==> config.mk <==
export PLATFORM = sky130hd
export DESIGN_NAME = joystick_to_mouse_motion
export DESIGN_NICKNAME = d
export VERILOG_FILES = /design/src/hdl/jtm_pkg.sv /design/src/hdl/jtm_alu.sv /design/src/hdl/joystick_to_mouse_motion.sv
export SDC_FILE = /design/constraint.sdc
export NUM_CORES = 2
export LEC_CHECK = 0
export BUFFER_PORTS_ARGS = -buffer_cell sky130_fd_sc_hd__buf_2
export CAP_MARGIN = 10
export CORE_MARGIN = 3
export CORE_UTILIZATION = 59
export DETAILED_ROUTE_END_ITERATION = 8
export PLACE_DENSITY = 0.78
export SLEW_MARGIN = 20
export SYNTH_ARGS = -nofsm -noshare
export SYNTH_HDL_FRONTEND = slang
export SYNTH_HIERARCHICAL = 1
export SYNTH_SLANG_ARGS = --single-unit
==> constraint.sdc <==
create_clock -name clk_i -period 6.3 [get_ports clk_i]
set_input_delay 0.315 -clock clk_i [delete_from_list [all_inputs] [get_ports clk_i]]
set_output_delay 0.315 -clock clk_i [all_outputs]
set_load 0.05 [all_outputs]
==> src/hdl/jtm_pkg.sv <==
// Shared package of the joystick to mouse motion block.
// Register widths, indexes and reset values, codes and the arithmetic unit's request types.
// Depends on nothing.
`default_nettype none

package jtm_pkg;

  localparam int ZERO_W = 12;
  localparam int DB_W   = 13;
  localparam int THR_W  = 13;
  localparam int SENS_W = 16;
  localparam int MS_W   = 15;
  localparam int CFG_DW = 16;
  localparam int CFG_IW = 3;
  localparam int MOVE_W = 16;

  localparam logic [CFG_IW-1:0] REG_ZERO_X      = 3'd0;
  localparam logic [CFG_IW-1:0] REG_ZERO_Y      = 3'd1;
  localparam logic [CFG_IW-1:0] REG_DEAD_BAND   = 3'd2;
  localparam logic [CFG_IW-1:0] REG_CURVE_THR   = 3'd3;
  localparam logic [CFG_IW-1:0] REG_SENSITIVITY = 3'd4;
  localparam logic [CFG_IW-1:0] REG_MAX_SPEED   = 3'd5;

  localparam logic [ZERO_W-1:0] RST_ZERO_X      = 12'd2048;
  localparam logic [ZERO_W-1:0] RST_ZERO_Y      = 12'd2048;
  localparam logic [DB_W-1:0]   RST_DEAD_BAND   = 13'd10;
  localparam logic [THR_W-1:0]  RST_CURVE_THR   = 13'd950;
  localparam logic [SENS_W-1:0] RST_SENSITIVITY = 16'd393;
  localparam logic [MS_W-1:0]   RST_MAX_SPEED   = 15'd2000;

  localparam logic [1:0] ACT_NONE    = 2'd0;
  localparam logic [1:0] ACT_PRESS   = 2'd1;
  localparam logic [1:0] ACT_RELEASE = 2'd2;

  typedef enum logic [1:0] {
    ALU_MUL  = 2'd0,
    ALU_DIV  = 2'd1,
    ALU_SQRT = 2'd2
  } alu_op_e;

  typedef struct packed {
    logic    start;
    alu_op_e op;
  } alu_req_t;

  typedef struct packed {
    logic done;
    logic busy;
  } alu_rsp_t;

endpackage

`default_nettype wire

==> src/hdl/jtm_alu.sv <==
// Shared iterative arithmetic unit: shift-add multiply, restoring divide, digit square root.
// One bit (root: one digit) per cycle over a W-bit datapath; uses jtm_pkg.
`default_nettype none

module jtm_alu #(
  parameter int W = 54
) (
  input  wire                   clk_i,
  input  wire                   rst_ni,
  input  jtm_pkg::alu_req_t     req_i,
  input  wire  [W-1:0]          a_i,
  input  wire  [W-1:0]          b_i,
  output jtm_pkg::alu_rsp_t     rsp_o,
  output logic [W-1:0]          res_o
);
  import jtm_pkg::*;

  localparam int H   = W / 2;
  localparam int RMW = H + 3;
  localparam int CW  = $clog2(W);

  logic          busy_q, done_q;
  alu_op_e       op_q;
  logic [CW-1:0] cnt_q;
  logic [W-1:0]  acc_q, sh_q, aux_q;
  logic [W-1:0]  acc_d, sh_d, aux_d;
  logic          bz_q;
  logic [CW-1:0] last;

  logic [W:0]     div_rem_n, div_diff;
  logic           div_ge;
  logic [RMW-1:0] sq_rem_n, sq_trial;
  logic           sq_ge;

  always_comb begin
    div_rem_n = {acc_q, sh_q[W-1]};
    div_diff  = div_rem_n - {1'b0, aux_q};
    div_ge    = (div_rem_n >= {1'b0, aux_q});
    sq_rem_n  = {acc_q[RMW-3:0], sh_q[W-1:W-2]};
    sq_trial  = RMW'({aux_q[H-1:0], 2'b01});
    sq_ge     = (sq_rem_n >= sq_trial);
    acc_d = acc_q;
    sh_d  = sh_q;
    aux_d = aux_q;
    case (op_q)
      ALU_MUL: begin
        acc_d = aux_q[0] ? acc_q + sh_q : acc_q;
        sh_d  = sh_q << 1;
        aux_d = aux_q >> 1;
      end
      ALU_DIV: begin
        acc_d = div_ge ? div_diff[W-1:0] : div_rem_n[W-1:0];
        sh_d  = {sh_q[W-2:0], div_ge};
      end
      ALU_SQRT: begin
        acc_d = W'(sq_ge ? sq_rem_n - sq_trial : sq_rem_n);
        sh_d  = sh_q << 2;
        aux_d = W'({aux_q[H-2:0], sq_ge});
      end
      default: begin
        acc_d = acc_q;
      end
    endcase
    last = (op_q == ALU_SQRT) ? CW'(H - 1) : CW'(W - 1);
  end

  always_ff @(posedge clk_i or negedge rst_ni) begin
    if (!rst_ni) begin
      busy_q <= 1'b0;
      done_q <= 1'b0;
      op_q   <= ALU_MUL;
      cnt_q  <= '0;
    end else begin
      done_q <= 1'b0;
      if (req_i.start) begin
        busy_q <= 1'b1;
        op_q   <= req_i.op;
        cnt_q  <= '0;
      end else if (busy_q) begin
        cnt_q <= cnt_q + 1'b1;
        if (cnt_q == last) begin
          busy_q <= 1'b0;
          done_q <= 1'b1;
        end
      end
    end
  end

  always_ff @(posedge clk_i) begin
    if (req_i.start) begin
      acc_q <= '0;
      sh_q  <= a_i;
      aux_q <= (req_i.op == ALU_SQRT) ? '0 : b_i;
      bz_q  <= (b_i == '0);
    end else if (busy_q) begin
      acc_q <= acc_d;
      sh_q  <= sh_d;
      aux_q <= aux_d;
    end
  end

  always_comb begin
    case (op_q)
      ALU_MUL:  res_o = acc_q;
      ALU_DIV:  res_o = bz_q ? '0 : sh_q;
      ALU_SQRT: res_o = W'(aux_q[H-1:0]);
      default:  res_o = '0;
    endcase
    rsp_o.done = done_q;
    rsp_o.busy = busy_q;
  end

endmodule

`default_nettype wire

==> src/hdl/joystick_to_mouse_motion.sv <==
// Top level of the joystick to mouse motion block: sequencer, registers and stream ports.
// Depends on jtm_pkg and jtm_alu.
`default_nettype none

// Turns one stick sample (two converter readings and an active-low button) into one
// mouse motion transfer with a radial dead band, a power 1.25 acceleration curve above
// the knee, Q0.16 gain and per-axis saturation, plus a press or release edge. A sample
// is taken only while the sequencer is idle and then runs through one shared shift-add
// multiply, restoring divide and square root unit of datapath width W (54 at default
// parameters). The result sits in an output register, so the next sample is taken
// while it waits; only the final load waits for that register to be free.
module joystick_to_mouse_motion #(
  parameter int ADC_BITS  = 12,
  parameter int FRAC_BITS = 8
) (
  input  wire                              clk_i,
  input  wire                              rst_ni,
  input  wire                              s_axis_tvalid,
  output logic                             s_axis_tready,
  // adc_x, adc_y, zero fill
  input  wire  [((2*ADC_BITS+7)/8)*8-1:0]  s_axis_tdata,
  // button_level
  input  wire                              s_axis_tuser,
  output logic                             m_axis_tvalid,
  input  wire                              m_axis_tready,
  // move_x, move_y
  output logic [2*jtm_pkg::MOVE_W-1:0]     m_axis_tdata,
  // move_nonzero, button_action
  output logic [2:0]                       m_axis_tuser,
  input  wire                              cfg_we_i,
  input  wire  [jtm_pkg::CFG_IW-1:0]       cfg_idx_i,
  input  wire  [jtm_pkg::CFG_DW-1:0]       cfg_data_i
);
  import jtm_pkg::*;

  localparam int A    = ADC_BITS;
  localparam int F    = FRAC_BITS;
  localparam int SQW  = 2 * A + 1;
  localparam int LW   = A + 1 + F;
  localparam int R1W  = (LW + F + 1) / 2;
  localparam int RW   = (R1W + F + 1) / 2;
  localparam int RQW  = (R1W > RW) ? R1W : RW;
  localparam int TRW  = LW + RW;
  localparam int THW  = THR_W + F;
  localparam int BW   = (((TRW - F) > THW) ? (TRW - F) : THW) + 1;
  localparam int NW   = A + BW + SENS_W;
  localparam int SW   = 2 * A + 1 + 2 * F;
  localparam int W0   = (NW > SW) ? NW : SW;
  localparam int W    = W0 + (W0 % 2);
  localparam int EW   = ((LW > THW) ? LW : THW) + 1;
  localparam int CMW  = (SQW > 2 * THR_W) ? SQW : 2 * THR_W;

  typedef enum logic [21:0] {
    ST_IDLE = 22'h000001, ST_SQX  = 22'h000002, ST_SQY  = 22'h000004,
    ST_LEN1 = 22'h000008, ST_MX1  = 22'h000010, ST_DX1  = 22'h000020,
    ST_MY1  = 22'h000040, ST_DY1  = 22'h000080, ST_SQX2 = 22'h000100,
    ST_SQY2 = 22'h000200, ST_LOWX = 22'h000400, ST_LOWY = 22'h000800,
    ST_LEN2 = 22'h001000, ST_R1   = 22'h002000, ST_R2   = 22'h004000,
    ST_TR   = 22'h008000, ST_NS   = 22'h010000, ST_NX   = 22'h020000,
    ST_QX   = 22'h040000, ST_NY   = 22'h080000, ST_QY   = 22'h100000,
    ST_FIN  = 22'h200000
  } state_e;

  // configuration
  logic [ZERO_W-1:0]   zero_x_q, zero_y_q;
  logic [DB_W-1:0]     dead_band_q;
  logic [THR_W-1:0]    curve_thr_q;
  logic [SENS_W-1:0]   sensitivity_q;
  logic [MS_W-1:0]     max_speed_q;
  logic [2*DB_W-1:0]   db_sq_q;
  logic [2*THR_W-1:0]  thr_sq_q;

  // sequencer and datapath
  state_e              state_q, state_d;
  logic                issue_q, issue_d;
  logic                pressed_q;
  logic [1:0]          act_q;
  logic [A-1:0]        ax_q, ay_q, x1m_q, y1m_q;
  logic                sx_q, sy_q;
  logic [SQW-1:0]      sq_q, sq_sum;
  logic [LW-1:0]       len_q, len_less_db, t_w;
  logic [RQW-1:0]      r_q;
  logic [BW-1:0]       bent_q;
  logic [W-1:0]        prod_q, num_q;
  logic [MS_W-1:0]     qx_q, qy_q;
  logic [EW-1:0]       dbq, thq;

  logic                in_xfer;
  logic [15:0]         zx_full, zy_full;
  logic [A:0]          dx, dy;
  logic                pressed_now;

  alu_req_t            alu_req;
  alu_rsp_t            alu_rsp;
  logic [W-1:0]        alu_a, alu_b, alu_res;

  logic                out_valid_q;
  logic [2*MOVE_W-1:0] out_data_q;
  logic [2:0]          out_user_q;
  logic [MOVE_W-1:0]   mvx, mvy;

  function automatic logic [MS_W-1:0] clamp_f(input logic [W-1:0] v,
                                              input logic [MS_W-1:0] lim);
    logic [MS_W-1:0] r;
    r = (v > W'(lim)) ? lim : v[MS_W-1:0];
    return r;
  endfunction

  jtm_alu #(.W(W)) u_alu (
    .clk_i  (clk_i),
    .rst_ni (rst_ni),
    .req_i  (alu_req),
    .a_i    (alu_a),
    .b_i    (alu_b),
    .rsp_o  (alu_rsp),
    .res_o  (alu_res)
  );

  assign s_axis_tready = (state_q == ST_IDLE);
  assign in_xfer       = s_axis_tvalid && s_axis_tready;
  assign m_axis_tvalid = out_valid_q;
  assign m_axis_tdata  = out_data_q;
  assign m_axis_tuser  = out_user_q;

  // inverted axes from the low ADC bits of the rest readings
  always_comb begin
    zx_full     = 16'(zero_x_q);
    zy_full     = 16'(zero_y_q);
    dx          = {1'b0, zx_full[A-1:0]} - {1'b0, s_axis_tdata[A-1:0]};
    dy          = {1'b0, zy_full[A-1:0]} - {1'b0, s_axis_tdata[2*A-1:A]};
    pressed_now = ~s_axis_tuser;
    dbq         = EW'(dead_band_q) << F;
    thq         = EW'(curve_thr_q) << F;
    len_less_db = LW'(EW'(len_q) - dbq);
    t_w         = LW'(EW'(len_q) - thq);
    sq_sum      = sq_q + SQW'(alu_res);
    mvx         = sx_q ? MOVE_W'(-MOVE_W'(qx_q)) : MOVE_W'(qx_q);
    mvy         = sy_q ? MOVE_W'(-MOVE_W'(qy_q)) : MOVE_W'(qy_q);
  end

  // operand selection for the shared unit
  always_comb begin
    alu_req.start = issue_q;
    alu_req.op    = ALU_MUL;
    alu_a         = '0;
    alu_b         = '0;
    case (state_q)
      ST_SQX:  begin alu_a = W'(ax_q);  alu_b = W'(ax_q); end
      ST_SQY:  begin alu_a = W'(ay_q);  alu_b = W'(ay_q); end
      ST_LEN1: begin alu_req.op = ALU_SQRT; alu_a = W'(sq_q) << (2 * F); end
      ST_MX1:  begin alu_a = W'(ax_q);  alu_b = W'(len_less_db); end
      ST_DX1:  begin alu_req.op = ALU_DIV; alu_a = prod_q; alu_b = W'(len_q); end
      ST_MY1:  begin alu_a = W'(ay_q);  alu_b = W'(len_less_db); end
      ST_DY1:  begin alu_req.op = ALU_DIV; alu_a = prod_q; alu_b = W'(len_q); end
      ST_SQX2: begin alu_a = W'(x1m_q); alu_b = W'(x1m_q); end
      ST_SQY2: begin alu_a = W'(y1m_q); alu_b = W'(y1m_q); end
      ST_LOWX: begin alu_a = W'(x1m_q); alu_b = W'(sensitivity_q); end
      ST_LOWY: begin alu_a = W'(y1m_q); alu_b = W'(sensitivity_q); end
      ST_LEN2: begin alu_req.op = ALU_SQRT; alu_a = W'(sq_q) << (2 * F); end
      ST_R1:   begin alu_req.op = ALU_SQRT; alu_a = W'(t_w) << F; end
      ST_R2:   begin alu_req.op = ALU_SQRT; alu_a = W'(r_q) << F; end
      ST_TR:   begin alu_a = W'(t_w);   alu_b = W'(r_q); end
      ST_NS:   begin alu_a = W'(bent_q); alu_b = W'(sensitivity_q); end
      ST_NX:   begin alu_a = W'(x1m_q); alu_b = num_q; end
      ST_QX:   begin
        alu_req.op = ALU_DIV; alu_a = prod_q; alu_b = W'(len_q) << SENS_W;
      end
      ST_NY:   begin alu_a = W'(y1m_q); alu_b = num_q; end
      ST_QY:   begin
        alu_req.op = ALU_DIV; alu_a = prod_q; alu_b = W'(len_q) << SENS_W;
      end
      default: begin alu_a = '0; end
    endcase
  end

  always_comb begin
    state_d = state_q;
    case (state_q)
      ST_IDLE: if (in_xfer) state_d = ST_SQX;
      ST_FIN:  if (!out_valid_q || m_axis_tready) state_d = ST_IDLE;
      default: begin
        if (alu_rsp.done) begin
          case (state_q)
            ST_SQX:  state_d = ST_SQY;
            ST_SQY:  state_d = (CMW'(sq_sum) < CMW'(db_sq_q)) ? ST_SQX2 : ST_LEN1;
            ST_LEN1: state_d = ST_MX1;
            ST_MX1:  state_d = ST_DX1;
            ST_DX1:  state_d = ST_MY1;
            ST_MY1:  state_d = ST_DY1;
            ST_DY1:  state_d = ST_SQX2;
            ST_SQX2: state_d = ST_SQY2;
            ST_SQY2: state_d = (CMW'(sq_sum) < CMW'(thr_sq_q)) ? ST_LOWX : ST_LEN2;
            ST_LOWX: state_d = ST_LOWY;
            ST_LOWY: state_d = ST_FIN;
            ST_LEN2: state_d = ST_R1;
            ST_R1:   state_d = ST_R2;
            ST_R2:   state_d = ST_TR;
            ST_TR:   state_d = ST_NS;
            ST_NS:   state_d = ST_NX;
            ST_NX:   state_d = ST_QX;
            ST_QX:   state_d = ST_NY;
            ST_NY:   state_d = ST_QY;
            ST_QY:   state_d = ST_FIN;
            default: state_d = ST_IDLE;
          endcase
        end
      end
    endcase
    issue_d = issue_q && !alu_req.start;
    if (state_d != state_q && state_d != ST_IDLE && state_d != ST_FIN) issue_d = 1'b1;
  end

  always_ff @(posedge clk_i or negedge rst_ni) begin
    if (!rst_ni) begin
      state_q       <= ST_IDLE;
      issue_q       <= 1'b0;
      pressed_q     <= 1'b0;
      out_valid_q   <= 1'b0;
      zero_x_q      <= RST_ZERO_X;
      zero_y_q      <= RST_ZERO_Y;
      dead_band_q   <= RST_DEAD_BAND;
      curve_thr_q   <= RST_CURVE_THR;
      sensitivity_q <= RST_SENSITIVITY;
      max_speed_q   <= RST_MAX_SPEED;
    end else begin
      state_q <= state_d;
      issue_q <= issue_d;
      if (in_xfer) pressed_q <= pressed_now;
      if (state_q == ST_FIN && state_d == ST_IDLE) begin
        out_valid_q <= 1'b1;
      end else if (m_axis_tready) begin
        out_valid_q <= 1'b0;
      end
      if (cfg_we_i) begin
        case (cfg_idx_i)
          REG_ZERO_X:      zero_x_q      <= cfg_data_i[ZERO_W-1:0];
          REG_ZERO_Y:      zero_y_q      <= cfg_data_i[ZERO_W-1:0];
          REG_DEAD_BAND:   dead_band_q   <= cfg_data_i[DB_W-1:0];
          REG_CURVE_THR:   curve_thr_q   <= cfg_data_i[THR_W-1:0];
          REG_SENSITIVITY: sensitivity_q <= cfg_data_i[SENS_W-1:0];
          REG_MAX_SPEED:   max_speed_q   <= cfg_data_i[MS_W-1:0];
          default:         max_speed_q   <= max_speed_q;
        endcase
      end
    end
  end

  always_ff @(posedge clk_i) begin
    db_sq_q  <= dead_band_q * dead_band_q;
    thr_sq_q <= curve_thr_q * curve_thr_q;
    if (in_xfer) begin
      ax_q  <= dx[A] ? A'(-dx) : dx[A-1:0];
      ay_q  <= dy[A] ? A'(-dy) : dy[A-1:0];
      sx_q  <= dx[A];
      sy_q  <= dy[A];
      x1m_q <= '0;
      y1m_q <= '0;
      if (pressed_now != pressed_q) begin
        act_q <= pressed_now ? ACT_PRESS : ACT_RELEASE;
      end else begin
        act_q <= ACT_NONE;
      end
    end
    if (alu_rsp.done) begin
      case (state_q)
        ST_SQX:  sq_q   <= SQW'(alu_res);
        ST_SQY:  sq_q   <= sq_sum;
        ST_LEN1: len_q  <= LW'(alu_res);
        ST_MX1:  prod_q <= alu_res;
        ST_DX1:  x1m_q  <= A'(alu_res);
        ST_MY1:  prod_q <= alu_res;
        ST_DY1:  y1m_q  <= A'(alu_res);
        ST_SQX2: sq_q   <= SQW'(alu_res);
        ST_SQY2: sq_q   <= sq_sum;
        ST_LOWX: qx_q   <= clamp_f(alu_res >> SENS_W, max_speed_q);
        ST_LOWY: qy_q   <= clamp_f(alu_res >> SENS_W, max_speed_q);
        ST_LEN2: len_q  <= LW'(alu_res);
        ST_R1:   r_q    <= RQW'(alu_res);
        ST_R2:   r_q    <= RQW'(alu_res);
        ST_TR:   bent_q <= BW'(alu_res >> F) + BW'(thq);
        ST_NS:   num_q  <= alu_res;
        ST_NX:   prod_q <= alu_res;
        ST_QX:   qx_q   <= clamp_f(alu_res, max_speed_q);
        ST_NY:   prod_q <= alu_res;
        ST_QY:   qy_q   <= clamp_f(alu_res, max_speed_q);
        default: prod_q <= prod_q;
      endcase
    end
    if (state_q == ST_FIN && state_d == ST_IDLE) begin
      out_data_q <= {mvy, mvx};
      out_user_q <= {act_q, (qx_q != '0) || (qy_q != '0)};
    end
  end

`ifndef SYNTHESIS
  a_ready_unit_idle: assert property (@(posedge clk_i) disable iff (!rst_ni)
    s_axis_tready |-> !alu_rsp.busy)
    else $error("sample taken while the arithmetic unit is busy");

  a_done_not_idle: assert property (@(posedge clk_i) disable iff (!rst_ni)
    alu_rsp.done |-> (state_q != ST_IDLE))
    else $error("arithmetic result with no step waiting for it");

  a_speed_limit: assert property (@(posedge clk_i) disable iff (!rst_ni)
    m_axis_tvalid |-> ((m_axis_tdata[15] ? -m_axis_tdata[15:0] : m_axis_tdata[15:0])
                       <= 16'(max_speed_q)))
    else $error("horizontal motion beyond max speed");

  a_nonzero_flag: assert property (@(posedge clk_i) disable iff (!rst_ni)
    m_axis_tvalid |-> (m_axis_tuser[0] == (m_axis_tdata != '0)))
    else $error("motion flag disagrees with motion");
`endif

endmodule

`default_nettype wire
; Yosys cells after proc, flatten, opt, wreduce, memory -nomap -nowiden
; Index checks and enable logic that the tools add are counted.
[word_totals]
input_bits = 49
n_memories = 0
rom_bits = 0
latchBits = 0
mem_bits_rw = 0
output_inout_bits = 37
regBits = 643
[classes]
mux = 51
shifts = 0
mul = 2
n_lt_le_gt_ge = 6
reduce_logical = 54
bitwise = 1
eq_ne = 37
n_addsub = 14
n_div = 0
[ops]
columns = op, n
row1 = case mux 54 bit (10 select lines), 2
row2 = 2-to-1 mux 54 bit, 9
row3 = case mux 54 bit (3 select lines), 3
row4 = case mux 22 bit (19 select lines), 1
row5 = case mux 54 bit (2 select lines), 1
row6 = 2-to-1 mux 12 bit, 8
row7 = 2-to-1 mux 22 bit, 3
row8 = 2-to-1 mux 15 bit, 4
row9 = case mux 15 bit (2 select lines), 2
row10 = greater-or-equal comparator 55 x 54 -> 1 bit, 1
row11 = adder 54 bit, 1
row12 = > comparator 54 x 15 -> 1 bit, 1
row13 = logical NOT 54 bit, 1
row14 = subtractor 54 bit, 1
row15 = < comparator 25 x 26 -> 1 bit, 2
row16 = multiplier 13 x 13 -> 26 bit, 2
row17 = case mux 25 bit (2 select lines), 1
row18 = == test 22 x 1 -> 1 bit (second input constant), 2
row19 = case mux 22 bit (2 select lines), 1
row20 = subtractor 21 bit, 2
row21 = > comparator 38 x 15 -> 1 bit, 1
row22 = negation 15 -> 16 bit, 2
row23 = AND reduction 2 bit, 16
row24 = subtractor 30 x 29 -> 31 bit, 1
row25 = other kinds (58), 97

; Depth between registers and ports, before layout
[logic_depth]
ltp_word = 12
depth_mapped = 26

; Hierarchy
; Netlist, hierarchy kept.
[by_module_without_submodules]
columns = module, cells_per_inst, seq_area_each_um2, area_each_um2, n_inst
row1 = joystick_to_mouse_motion, 3235, 12809.8, 33798.7, 1
row2 = jtm_alu, 2210, 4604.4, 17625.7, 1

; Least setup slack after synthesis
; OpenSTA, ideal clock, no wires.
[synth_path]
path_type = register to register
from = register dead_band_q[1]
to = register db_sq_q[25]
period_less_slack_ps = 6158
arrival_time_ps = 6040
path_slack_ps = 142
n_path_buf = 1
stages_incl_launch_ff = 21
cell_sequence = dfstp_2 clkbuf_1 clkinv_1 nor2_1 fa_1 fa_1 fa_1 inv_1 fa_1 fa_1 inv_1 ha_1 nand3_1 o211ai_1 or4_1 a31o_2 a211oi_1 nor3_1 a2111oi_0 a21oi_1 xnor2_1
[synth_via]
elab_chain_len = 1
[synth_rtl]
columns = item, line
row1 = from (decl), joystick_to_mouse_motion.sv:66  ; logic [DB_W-1:0] dead_band_q;
row2 = from (signal assigned), joystick_to_mouse_motion.sv:238  ; REG_DEAD_BAND: dead_band_q <= cfg_data_i[DB_W-1:0];
row3 = multiplier 13 x 13 -> 26 bit, joystick_to_mouse_motion.sv:249  ; db_sq_q <= dead_band_q * dead_band_q;
row4 = to (signal assigned), joystick_to_mouse_motion.sv:249
row5 = to (decl), joystick_to_mouse_motion.sv:70  ; logic [2*DB_W-1:0] db_sq_q;
; Every way passes these cells.
; A chain may end at the register's enable or synchronous reset.

; Worst setup path after layout
[layout_path]
from = register dead_band_q[3]
to = register db_sq_q[25]
; The elaborated chain is that of the path after synthesis.

==> summary.txt <==
Outcome
  – Result of the run: finished, violations left
  – Violated checks: DRC

Synthesis
  – Post-synthesis instance area: 51400 um2
  – Number of instances in the synthesized netlist: 5444
  – Post-synthesis average cell area: 9.44 um2
  – Net count after synthesis: 6133
  – Synth Warn #: 6

Power
  – Power Dens Cells: 425 nW/um2
  – Combinational cell fraction of total power: 60.3%
  – Switching power of the nets: 10.2 mW
  – Clk pwr share: 17.8%
  – Sw Share: 43.0%
  – Leakage power of the design: 24.0 nW
  – Internal Dissipation: 13.5 mW
  – Final Power: 23.7 mW
  – Portion of total power attributed to sequential cells: 21.9%
  – Max IR drop VDD: 1.40 mV

Clock network
  – Clock tree from TritonCTS: done
  – Clock latency at the later pin of the worst-skew pair: 0.64 ns
  – Maximum root-to-sink buffer count: 3
  – Cts bufs inserted: 72
  – Number of buffers added for setup after CTS: 0
  – TritonCTS Sinks: 641
  – Clock-pin slew on the worst setup and hold paths: 0.07 ns
  – Root buffer cell: sky130_fd_sc_hd__clkbuf_16
  – Htree depth: 3

Global routing
  – Overall fraction of global-route tracks in use: 36.7%
  – First-pass GRT wire length: 256 mm
  – Vias in the first global route: 42.6k
  – Overflow left after global routing: 0
  – Initial antenna violation count: 3
  – Pin count of the biggest net entering global routing: 99

Die
  – Chip height: 301 um
  – Width of the die: 301 um
  – Core region area: 85800 um2
  – Number of standard-cell rows in the floorplan: 107
  – Total die area: 90700 um2
  – Starting Density: 59.9%
  – Top-level I/O count: 86

Worst hold path
  – HP Class: in -> reg

Setup path
  – CP arrival: 6.43 ns
  – CP endpoint kind: flop
  – Critical path class: reg -> reg
  – Critical path required time: 6.81 ns
  – Maximum fanout count along the critical path: 8
  – CP startpoint kind: flop

Route
  – Antenna Violating Nets Remaining: 0
  – Total length of routed wires: 169 mm
  – Routed metal-1 wirelength: 65.6 mm
  – Detailed-routing iteration count for the pre-antenna-repair pass: 9
  – Detail-routed via count per cell: 6.62
  – Initial DRC Count: 6467
  – Top layer used by detailed routing: met5
  – Detail Route met2 WL: 73.1 mm
  – Vias after detailed routing: 44.3k
  – Remaining routing DRC violations: 72
  – Detailed-route wire length per cell: 25.3 um
  – Total length of routed met3 wires: 19.0 mm

STA
  – Worst Hold Margin: 0.0426 ns
  – Count of pins over their slew limit: 0
  – Final clock skew: 0.0363 ns
  – Slew at the pin with the worst max-slew slack: 1.11 ns
  – Post-layout minimum cycle time: 5.93 ns
  – Unrepaired setup endpoints after global routing: no
  – Slew margin rel.: 26.1%
  – Final count of negative-setup-slack endpoints: 0
  – Hold Fails Final Rpt: 0
  – Highest attainable clock frequency: 0.169 GHz
  – Period utilization: 94.1%
  – Total negative slack for setup checks: 0 ns

Layout
  – Number of nets at the end of the flow: 6172
  – Area Growth Syn to Fin: 8.55%
  – Proportion of layout cells with a drive suffix above 1: 9.36%
  – Post-route design area: 55800 um2

Placement
  – Placed standard-cell area: 53400 um2
  – Number of buffer cells added on primary ports: 85
  – Routability-driven placement congestion ratio: 1.06
  – HPWL after detailed placement: 130 mm

Flow run
  – Number of maximum-capacitance violations: 0
flip-flops by register name, summed over array words and instances, names as in the netlist, 13 cells and up:
signal	count
num_q	54
prod_q	54
u_alu/acc_q	54
u_alu/aux_q	54
u_alu/sh_q	54
m_axis_tdata	32
bent_q	26
db_sq_q	25
sq_q	25
thr_sq_q	25
state_q	22
len_q	21
sensitivity_q	16
max_speed_q	15
qx_q	15
qy_q	15
r_q	15
curve_thr_q	13
dead_band_q	13
per-layer routing:
| layer | GRT usage, % | vias to the layer above |
|---|---|---|
| met3 | 8.01 | 578 |
| met5 | 0 | - |
| met4 | 20.0 | 4 |
| met2 | 55.5 | 2720 |
| met1 | 49.3 | 21100 |
| li1 | - | 19900 |
final timing paths:
path                       slack [ns]      startpoint               to  depth (start not counted)
hold reg to reg                  0.43        act_q[0]  m_axis_tuser[1]                          0
hold / removal                   0.04   m_axis_tready    m_axis_tvalid                          3
max in group asynchronous        4.44          rst_ni   dead_band_q[4]                          4
setup / recovery                 0.37  dead_band_q[3]      db_sq_q[25]                         22
min in group asynchronous        0.26          rst_ni    m_axis_tvalid                          2
setup reg to reg                 0.37  dead_band_q[3]      db_sq_q[25]                         22
timing repair:
action	4_1_cts	5_1_grt
hold endpoints to repair	42	0
hold buffers	5	0
endpoints found under the setup margin	0	3
resized for setup	0	4
layout by cell type, fill, tap and decap left out, types with 24 or more instances in the layout:
cell type,n
sky130_fd_sc_hd__nand2_1,548
sky130_fd_sc_hd__inv_1,439
sky130_fd_sc_hd__ha_1,434
sky130_fd_sc_hd__edfxtp_1,397
sky130_fd_sc_hd__nor2_1,353
sky130_fd_sc_hd__o21ai_0,334
sky130_fd_sc_hd__a21oi_1,253
sky130_fd_sc_hd__fa_1,202
sky130_fd_sc_hd__xnor2_1,198
sky130_fd_sc_hd__a21o_1,149
sky130_fd_sc_hd__dfxtp_1,128
sky130_fd_sc_hd__buf_4,113
sky130_fd_sc_hd__a22oi_1,110
sky130_fd_sc_hd__xor2_1,107
sky130_fd_sc_hd__dfrtp_1,93
sky130_fd_sc_hd__and2_1,90
sky130_fd_sc_hd__mux2_2,88
sky130_fd_sc_hd__buf_2,84
sky130_fd_sc_hd__nand3_1,80
sky130_fd_sc_hd__nor3_1,76
sky130_fd_sc_hd__nor2b_1,75
sky130_fd_sc_hd__clkbuf_16,73
sky130_fd_sc_hd__nand4_1,71
sky130_fd_sc_hd__a222oi_1,68
sky130_fd_sc_hd__a22o_1,65
sky130_fd_sc_hd__a31oi_1,64
sky130_fd_sc_hd__a221oi_1,47
sky130_fd_sc_hd__mux2i_1,47
sky130_fd_sc_hd__o21ai_1,46
sky130_fd_sc_hd__nor4_1,42
sky130_fd_sc_hd__nand2b_1,35
sky130_fd_sc_hd__o21bai_1,35
sky130_fd_sc_hd__o21a_1,32
sky130_fd_sc_hd__o31ai_1,32
sky130_fd_sc_hd__and3_1,29
sky130_fd_sc_hd__or3_1,26
sky130_fd_sc_hd__or2_2,25
sky130_fd_sc_hd__clkinv_1,24
stage by stage:
stage	cells	utilization (%)	setup slack [ns]
final	6691	65.0	0.373
after global routing	6688	65.0	0.0284
after CTS	6686	65.0	0.262
after detailed placement	6547	62.2	0.292
after global placement	6547	62.2	0.342
after floorplan	5444	-	0.142
power groups by stage:
| stage | sequential (mW) | clock [mW] | combinational, mW |
|---|---|---|---|
| after floorplan | 5.18 | 0 | 10.8 |
| after global placement | 5.26 | 0 | 13.5 |
| after detailed placement | 5.28 | 0 | 14.0 |
| after CTS | 5.19 | 4.25 | 14.2 |
| after global routing | 5.23 | 4.40 | 16.1 |
| final | 5.20 | 4.22 | 14.3 |
cell type report:
| type | instances | area (um2) |
|---|---|---|
| tap | 1144 | 1430 |
| timing repair buffer | 203 | 1350 |
| clock buffer | 97 | 1970 |
| inverter | 452 | 1700 |
| fill | 7021 | 30000 |
| clock inverter | 37 | 395 |
| antenna | 4 | 10.0 |
| sequential | 641 | 17400 |
| multi-input combinational | 4113 | 31600 |
critical path: stages, from the launching register on:
cell and delay, ns:
sky130_fd_sc_hd__dfstp_2 0.62, sky130_fd_sc_hd__clkinv_1 0.11, sky130_fd_sc_hd__nor2_1 0.16, sky130_fd_sc_hd__fa_1 0.47, sky130_fd_sc_hd__fa_1 0.53, sky130_fd_sc_hd__inv_1 0.06
sky130_fd_sc_hd__fa_1 0.50, sky130_fd_sc_hd__inv_1 0.04, sky130_fd_sc_hd__ha_1 0.28, sky130_fd_sc_hd__inv_1 0.06, sky130_fd_sc_hd__fa_1 0.54, sky130_fd_sc_hd__inv_1 0.05
sky130_fd_sc_hd__ha_1 0.34, sky130_fd_sc_hd__nand3_1 0.11, sky130_fd_sc_hd__o211ai_1 0.10, sky130_fd_sc_hd__or4_1 0.46, sky130_fd_sc_hd__a31o_2 0.30, sky130_fd_sc_hd__a211oi_2 0.23
sky130_fd_sc_hd__nor3_1 0.11, sky130_fd_sc_hd__a2111oi_2 0.35, sky130_fd_sc_hd__buf_4 0.18, sky130_fd_sc_hd__a21oi_1 0.06, sky130_fd_sc_hd__xnor2_1 0.13
No activity file was read; power rests on OpenSTA's default activity.
